==> src/hw/rtl/cna_pkg.sv <==
package cna_pkg;

   localparam int DATA_WIDTH = 32;
   localparam int FRAC_BITS  = 16;

   localparam logic [1:0] CMD_ADD = 2'd0;
   localparam logic [1:0] CMD_SUB = 2'd1;
   localparam logic [1:0] CMD_MUL = 2'd2;
   localparam logic [1:0] CMD_DIV = 2'd3;

   localparam logic [1:0] ST_OK  = 2'd0;
   localparam logic [1:0] ST_SAT = 2'd1;
   localparam logic [1:0] ST_DZ  = 2'd2;

   typedef struct packed {
      logic [1:0]                   cmd;
      logic signed [DATA_WIDTH-1:0] left_real;
      logic signed [DATA_WIDTH-1:0] left_imag;
      logic signed [DATA_WIDTH-1:0] right_real;
      logic signed [DATA_WIDTH-1:0] right_imag;
   } req_type;

   typedef struct packed {
      logic signed [DATA_WIDTH-1:0] result_real;
      logic signed [DATA_WIDTH-1:0] result_imag;
      logic [1:0]                   status;
   } rsp_type;

   // side information that rides along the divider pipeline
   typedef struct packed {
      logic       neg_re;
      logic       neg_im;
      logic       ovf_re;
      logic       ovf_im;
      logic       dz;
      logic [1:0] cmd;
   } flags_type;

endpackage

==> src/hw/rtl/cna_div_step.sv <==
module cna_div_step #(
   parameter int XW   = 114,
   parameter int DENW = 66,
   parameter int QW   = 32,
   parameter int BIT  = 0
) (
   input  logic                clock,
   input  logic                reset,
   input  logic                enable,
   input  logic                in_valid,
   input  cna_pkg::flags_type  in_flags,
   input  logic [DENW-1:0]     in_den,
   input  logic [XW-1:0]       in_rem_re,
   input  logic [XW-1:0]       in_rem_im,
   input  logic [QW-1:0]       in_q_re,
   input  logic [QW-1:0]       in_q_im,
   output logic                out_valid_ff,
   output cna_pkg::flags_type  out_flags_ff,
   output logic [DENW-1:0]     out_den_ff,
   output logic [XW-1:0]       out_rem_re_ff,
   output logic [XW-1:0]       out_rem_im_ff,
   output logic [QW-1:0]       out_q_re_ff,
   output logic [QW-1:0]       out_q_im_ff
);
   import cna_pkg::*;

   logic [XW-1:0] dsh;
   logic          is_div;
   logic          take_re;
   logic          take_im;
   logic [XW-1:0] rem_re_in;
   logic [XW-1:0] rem_im_in;
   logic [QW-1:0] q_re_in;
   logic [QW-1:0] q_im_in;

   always_comb begin
      dsh     = XW'(in_den) << BIT;
      is_div  = (in_flags.cmd == CMD_DIV);
      take_re = is_div && (in_rem_re >= dsh);
      take_im = is_div && (in_rem_im >= dsh);
      rem_re_in = take_re ? (in_rem_re - dsh) : in_rem_re;
      rem_im_in = take_im ? (in_rem_im - dsh) : in_rem_im;
      q_re_in = in_q_re;
      q_im_in = in_q_im;
      q_re_in[BIT] = take_re;
      q_im_in[BIT] = take_im;
   end

   always_ff @(posedge clock) begin
      if (reset) begin
         out_valid_ff <= 1'b0;
      end else if (enable) begin
         out_valid_ff <= in_valid;
      end
   end

   always_ff @(posedge clock) begin
      if (enable) begin
         out_flags_ff  <= in_flags;
         out_den_ff    <= in_den;
         out_rem_re_ff <= rem_re_in;
         out_rem_im_ff <= rem_im_in;
         out_q_re_ff   <= q_re_in;
         out_q_im_ff   <= q_im_in;
      end
   end

endmodule

==> config.mk <==
export PLATFORM = sky130hd
export DESIGN_NAME = cna_div_step
export DESIGN_NICKNAME = d
export VERILOG_FILES = /design/src/hw/rtl/cna_pkg.sv /design/src/hw/rtl/cna_div_step.sv
export SDC_FILE = /design/constraint.sdc
export NUM_CORES = 1
export LEC_CHECK = 0
export BUFFER_PORTS_ARGS = -buffer_cell sky130_fd_sc_hd__buf_2
export CAP_MARGIN = 20
export CELL_PAD_IN_SITES_DETAIL_PLACEMENT = 0
export CELL_PAD_IN_SITES_GLOBAL_PLACEMENT = 1
export CORE_AREA = 5 5 280 282
export CTS_CLUSTER_DIAMETER = 120
export DETAILED_ROUTE_END_ITERATION = 7
export DIE_AREA = 0 0 285 287
export HOLD_SLACK_MARGIN = 0.1
export PLACE_DENSITY = 0.7
export RECOVER_POWER = 100
export SLEW_MARGIN = 20
export SYNTH_ARGS = -nofsm -noshare
export SYNTH_HDL_FRONTEND = slang
export SYNTH_SLANG_ARGS = --single-unit
==> constraint.sdc <==
create_clock -name clock -period 4.95 [get_ports clock]
set_clock_uncertainty 0.2 [all_clocks]
set_input_delay 0.495 -clock clock [delete_from_list [all_inputs] [get_ports clock]]
set_output_delay 0.495 -clock clock [all_outputs]
set_load 0.02 [all_outputs]
==> results of run 1 <==
-- where the power goes --
part	internal [W]	switching, W
registers	0.00375	0.0000806
logic	0.000995	0.00178
clock network	0.00216	0.00143
total	0.00690	0.00329
-- through the flow --
| stage | power (W) | hold slack, ns | cells | utilization (%) |
|---|---|---|---|---|
| after floorplan | 0.00529 | 0.367 | 2402 | - |
| after global placement | 0.00647 | 0.275 | 4156 | 38.4 |
| after detailed placement | 0.00647 | 0.291 | 4156 | 38.4 |
| after CTS | 0.0103 | 0.101 | 4586 | 45.1 |
| after global routing | 0.0106 | 0.106 | 4590 | 44.5 |
| final | 0.0102 | 0.131 | 4596 | 44.5 |
-- layout by cell type, fill, tap and decap left out, drive strengths merged, types with 14 or more instances in the layout --
cell type      n
or4           27
nand3         38
o21ai        240
buf          429
and4          18
or3           25
nor3          67
edfxtp       365
a21boi        15
a21oi        195
nand4         78
inv          120
o21a          19
or2           15
dlygate4sd3  346
o211ai        16
xor2         119
nor4          40
ha           132
o21bai        29
nand2        319
clkinv        19
and3          14
clkbuf       505
xnor2         97
nor2         134
a21o          32
-- how the worst min path moves through the flow --
stage	start	end	cells after the start	slack, ns
2_1_floorplan	reset	out_valid_ff	1	0.37
3_3_place_gp	out_valid_ff	out_valid_ff	2	0.27
3_5_place_dp	out_valid_ff	out_valid_ff	2	0.29
4_1_cts	in_rem_re[38]	out_rem_re_ff[38]	3	0.10
5_1_grt	in_rem_im[52]	out_rem_im_ff[52]	3	0.11
6_report	in_rem_im[18]	out_rem_im_ff[18]	3	0.13
-- what timing repair did --
item	4_1_cts	5_1_grt
endpoints found under the setup margin	0	16
setup buffers	0	3
resized for setup	0	44
endpoints found under the hold margin	339	0
hold buffers	346	0
-- per-layer routing --
layer | up-vias | wire [µm] | global-route usage (%)
met4 | 10 | 3830 | 7.62
li1 | 11300 | - | -
met1 | 11100 | 46500 | 33.0
met2 | 928 | 48100 | 39.6
met5 | - | 65 | 0
met3 | 191 | 7320 | 4.86
-- state kept, by name (all words and copies together), names as in the netlist --
register / cells
out_flags_ff: 7
out_q_re_ff: 32
out_rem_re_ff: 114
out_rem_im_ff: 114
out_q_im_ff: 32
out_den_ff: 66
out_valid_ff: 1
-- logic make-up (layout without fill, tap and decap cells) --
logic type               after synthesis  after routing  synth area share (%)
XOR/XNOR                             216            216                  8.12
buffers and inverters                221           1430                  3.62
other                                  0              7                     0
AND/OR/NAND/NOR                      819            819                  17.3
flip-flops                           366            366                  47.1
adder cells (fa/ha/maj)              134            134                  7.26
AO/OA/AOI/OAI                        638            638                  16.2
multiplexers                           8              8                 0.381
-- critical path: stages --
cell           delay [ns]
dlygate4sd3_1        0.56
buf_2                0.14
inv_1                0.04
ha_1                 0.14
inv_1                0.06
fa_1                 0.40
a21oi_1              0.23
o22ai_2              0.14
o211ai_1             0.44
buf_4                0.21
a21boi_0             0.21
o31ai_1              0.35
buf_4                0.20
a21oi_1              0.08
nor2_1               0.11
buf_4                0.14
nand2_1              0.12
nor4_2               0.22
xor2_1               0.10
dlygate4sd3_1        0.58
-- cell type report --
type	instances	area, µm²	share of cell area (%)
clock buffer	49	1140	3.40
tap	978	1220	3.65
clock inverter	35	454	1.35
sequential	366	11000	32.7
antenna	7	17.5	0.0522
multi-input combinational	1815	11600	34.7
inverter	115	432	1.29
timing repair buffer	1231	7670	22.8
==> results.py, run 1 <==
metrics = {
    "status": {
        "status": "finished, violations left",
        "violations": "max-capacitance violations, max-slew violations",
    },
    "detailed_routing": {
        "viasPerCell": 5.11,
        "routed_wl_um": 106000,
        "postRouteAntennaNets": 0,
        "drc": 0,
        "vias": 23500,
        "drtIter0Drc": 1611,
        "dr.pass1.iters": 5,
        "wl_per_cell_um": 23.0,
    },
    "timing": {
        "tns_ns": 0,
        "setup_viol": 0,
        "slew_violations": 222,
        "tightestPinTransition_ns": 3.22,
        "fin_ws_ns": 0.0857,
        "rsz0062_at_grt": "yes",
        "finalCritPeriodShare_pct": 98.3,
        "layout_min_cycle_time_ns": 4.86,
        "finalHoldViolCount": 0,
        "fmax_mhz": 206,
        "relSlewSlack_pct": -115,
    },
    "yosys": {
        "synth_nets": 2905,
        "synth-edff-count": 365,
        "synthTopCellsByArea": "edfxtp_1, ha_1, nand2_1, o21ai_0, xor2_1",
        "ys.flop_type": "edfxtp_1",
        "avgSynthCellArea_um2": 9.70,
        "synth-seq-area-share_pct": 47.1,
        "ys_types": 75,
        "syn-cell-area_um2": 23300,
        "synth_top_area_cell": "edfxtp_1",
        "syn_inst": 2402,
        "synth-seq-cells": 366,
        "synth_top_area_share_pct": 47.0,
        "async_flop_share_pct": 0,
        "post-synth-top-count-cell": "edfxtp_1",
        "synth_commonest_cells": "edfxtp_1, nand2_1, o21ai_0",
        "ys_warn_count": 0,
    },
    "cells_and_area": {
        "fill_cells": 7550,
        "drive_gt1_share_pct": 16.1,
        "design_area_um2": 33600,
        "layout.nets": 4077,
        "syn2layout_area_growth_pct": 44.0,
    },
    "power": {
        "power_density_nw_per_um2": 304,
        "p_leak_nw": 13.2,
        "ir_drop_mv": 0.234,
    },
    "placement": {
        "globalplace.congestion": 0.930,
        "place_ws_ns": -0.342,
        "dp_hpwl_um": 86500,
        "io_buffers": 732,
        "placed_cell_area_um2": 29000,
    },
    "cts": {
        "clk_latency_ns": 0.56,
        "clockBufferDepth": 3,
        "htree_num_levels": 2,
        "cts_buffers": 45,
        "clk_pin_slew_ns": 0.06,
        "tritoncts": "built",
        "cts_root_buffer": "clkbuf_16",
        "clock-sinks": 366,
    },
    "worst_setup_path": {
        "cp-endpoint": "out_rem_re_ff[80]",
        "r2r_cells": 3,
        "critPathArrivalTime_ns": 4.99,
        "cp.required_ns": 5.08,
        "worstPathMaxFanout": 4,
        "startpoint_type": "primary input",
        "crit_path_start": "in_rem_re[0]",
        "r2r_slack_ns": 3.61,
        "r2r_start": "out_valid_ff",
        "crit_path_end_kind": "flop",
        "critPathKind": "in -> reg",
        "r2r-end": "out_valid_ff",
    },
    "floorplanning": {
        "start_util_pct": 30.9,
        "core_um2": 75400,
        "die-area_um2": 81800,
        "die_y_um": 287,
        "die_x_um": 285,
        "placementRows": 101,
        "pin_count": 735,
    },
    "global_route": {
        "grt_pass1_vias": 23300,
        "grt_overflow": 0,
        "grt_antenna_before_repair": 11,
        "grt_pass1_wl_um": 152000,
        "grt_usage_pct": 24.4,
        "grt_max_degree": 113,
    },
    "flow_run": {
        "drv_cap": 3,
    },
    "min_path": {
        "min_path_type": "in -> reg",
    },
}
(Power assumes the default switching activity.)
==> run 2: changes to the inputs <==
Settings changed: CORE_AREA 5 5 280 282 to 2 2 285 287, DIE_AREA 0 0 285 287 to 0 0 287 289, PLACE_DENSITY 0.7 to 0.67.
==> run 2 against run 1 <==
Net effect:
- the run still ends with max-capacitance violations, max-slew violations left
- hold slack improved by 0.0080 ns
- register-to-register slack got worse by 0.07 ns
- maximum frequency barely moved
- worst setup slack improved by 0.0016 ns
- sequential share of layout area rose by 0.11 points
- critical path depth fell by 4
- wire length rose by 0.19%
- critical path type unchanged
- critical endpoint is now out_rem_im_ff[110]
==> results.py, run 2 (synthesized netlist as in run 1, its figures left out) <==
metrics = {
    "worst_setup_path": {
        "critPathArrivalTime_ns": 4.98,
        "critPathKind": "in -> reg",
        "r2r_slack_ns": 3.54,
        "cpMaxStageDelayCell": "dlygate4sd3_1",
        "startpoint_type": "primary input",
        "r2r_start": "out_valid_ff",
        "r2r_cells": 3,
        "worstPathMaxFanout": 6,
        "r2r-end": "out_valid_ff",
        "cp.required_ns": 5.07,
        "cp_num_buf_inv": 5,
        "worstPathCellList": "dlygate4sd3_1 > clkbuf_1 > inv_1 > ha_1 > a21oi_1 > o21ai_0 > a21oi_1 > o2111ai_1 > buf_4 > o31a_1 > or4_4 > or4_4 > or4_1 > buf_4 > nor4_4 > xor2_1",
        "crit_path_end_kind": "flop",
        "cp_top_family": "simple AND/OR/NAND/NOR gates",
        "slowest_delay_ns": 0.58,
    },
    "timing": {
        "fmax_mhz": 206,
        "finalCritPeriodShare_pct": 98.2,
        "slew_violations": 246,
        "layout_min_cycle_time_ns": 4.86,
        "finalHoldViolCount": 0,
        "tightestPinTransition_ns": 3.00,
        "setup_viol": 0,
        "relSlewSlack_pct": -99.8,
        "tns_ns": 0,
    },
    "floorplanning": {
        "core_um2": 79900,
        "placementRows": 104,
        "start_util_pct": 29.2,
        "die-area_um2": 82900,
        "pin_count": 735,
        "die_x_um": 287,
        "die_y_um": 289,
    },
    "cts": {
        "clk_latency_ns": 0.58,
        "htree_num_levels": 2,
        "clk_pin_slew_ns": 0.06,
        "tritoncts": "built",
        "clockBufferDepth": 3,
        "clock-sinks": 366,
        "cts_root_buffer": "clkbuf_16",
        "cts_buffers": 45,
    },
    "detailed_routing": {
        "vias": 23500,
        "routed_wl_um": 106000,
        "drc": 0,
        "met2WireLength_um": 48600,
        "dr.pass1.iters": 6,
        "top_layer_used": "met5",
        "wl_per_cell_um": 22.7,
        "wl_met3_um": 7160,
        "postRouteAntennaNets": 0,
        "drtIter0Drc": 1717,
        "met1Wirelength_um": 47000,
        "viasPerCell": 5.03,
    },
    "flow_run": {
        "drv_cap": 3,
    },
    "global_route": {
        "grt_pass1_wl_um": 149000,
        "grt_max_degree": 104,
        "grt_usage_pct": 24.2,
        "grt_antenna_before_repair": 12,
        "grt_pass1_vias": 23000,
        "grt_overflow": 0,
    },
    "status": {
        "violations": "max-capacitance violations, max-slew violations",
        "status": "finished, violations left",
    },
    "cells_and_area": {
        "layout.nets": 4070,
        "largest_registers": "out_rem_im_ff: 114 flops, out_rem_re_ff: 114 flops, out_den_ff: 66 flops",
        "design_area_um2": 33500,
        "layout_common_cells": "clkbuf_1, edfxtp_1, dlygate4sd3_1",
        "syn2layout_area_growth_pct": 43.5,
        "final_common_cell": "clkbuf_1",
        "drive_gt1_share_pct": 15.6,
    },
    "power": {
        "ir_drop_mv": 0.246,
        "fin_total_pwr_w": 0.0101,
        "power_density_nw_per_um2": 301,
        "p_leak_nw": 13.2,
    },
    "placement": {
        "placed_cell_area_um2": 29100,
        "io_buffers": 732,
        "globalplace.congestion": 0.933,
        "dp_hpwl_um": 86600,
    },
    "min_path": {
        "min_from": "in_rem_im[58]",
        "min_path_type": "in -> reg",
        "hold_depth": 3,
        "min_to": "out_rem_im_ff[58]",
    },
}
-- run 2: cell count changes in the layout (fill, tap and decap cells not counted), moves of 4 or more --
cell           before  now
ha_1              118  132
buf_4             123  136
ha_2               13    0
buf_2             305  297
dlygate4sd3_1     346  339
clkinv_1           10    5
clkbuf_1          449  445
diode_2             7    3
-- run 2: final cells by class --
class | instances | area, µm²
sequential | 366 | 11000
fill | 8149 | 46400
antenna | 3 | 7.51
clock buffer | 52 | 1150
multi-input combinational | 1815 | 11500
tap | 1060 | 1330
inverter | 115 | 432
clock inverter | 30 | 384
timing repair buffer | 1224 | 7630
-- run 2: power breakdown --
group / switching (W) / leakage (nW) / internal [W]
clock: 0.00142 / 0.742 / 0.00206
combinational: 0.00178 / 8.90 / 0.000990
sequential: 0.0000862 / 3.58 / 0.00375
total: 0.00329 / 13.2 / 0.00679
-- run 2: worst max-delay path by stage --
| stage | startpoint | to | slack, ns | cells past startpoint |
|---|---|---|---|---|
| after global placement | in_rem_im[0] | out_rem_im_ff[94] | -0.32 | 16 |
| after floorplan | in_rem_im[0] | out_rem_im_ff[110] | 0.30 | 15 |
| after global routing | in_den[35] | out_rem_re_ff[80] | -0.07 | 17 |
| final | in_den[45] | out_rem_im_ff[110] | 0.09 | 16 |
| after detailed placement | in_rem_im[0] | out_rem_im_ff[94] | -0.30 | 16 |
| after CTS | in_den[1] | out_rem_im_ff[88] | 0.04 | 15 |
-- run 2: per-layer routing --
metal  up-vias  global-route usage (%)
met4        18                    7.20
li1      11300                       -
met1     11100                    32.9
met2       934                    39.0
met5         -                       0
met3       162                    4.50
-- run 2: timing repair --
action | in CTS | in global routing
setup endpoints to repair | 0 | 17
hold buffers | 339 | 0
resized for setup | 0 | 14
endpoints found under the hold margin | 336 | 0
buffers inserted | 0 | 1
-- run 2: per-stage QoR --
step | hold slack (ns) | cells | setup slack (ns) | util, %
detailed placement | 0.288 | 4240 | -0.302 | 36.5
global placement | 0.273 | 4240 | -0.316 | 36.5
CTS | 0.103 | 4661 | 0.0447 | 42.6
finish | 0.139 | 4665 | 0.0873 | 41.9
floorplan | 0.367 | 2402 | 0.301 | -
global route | 0.103 | 4664 | -0.0706 | 41.9
-- run 2: worst register-to-register path, delay by kind of cell, from the launching register on --
family,cells,cell delay [ns]
multiplexers,1,0.07
flip-flops,1,0.33
buffers and inverters,1,0.56
AND/OR/NAND/NOR,1,0.19
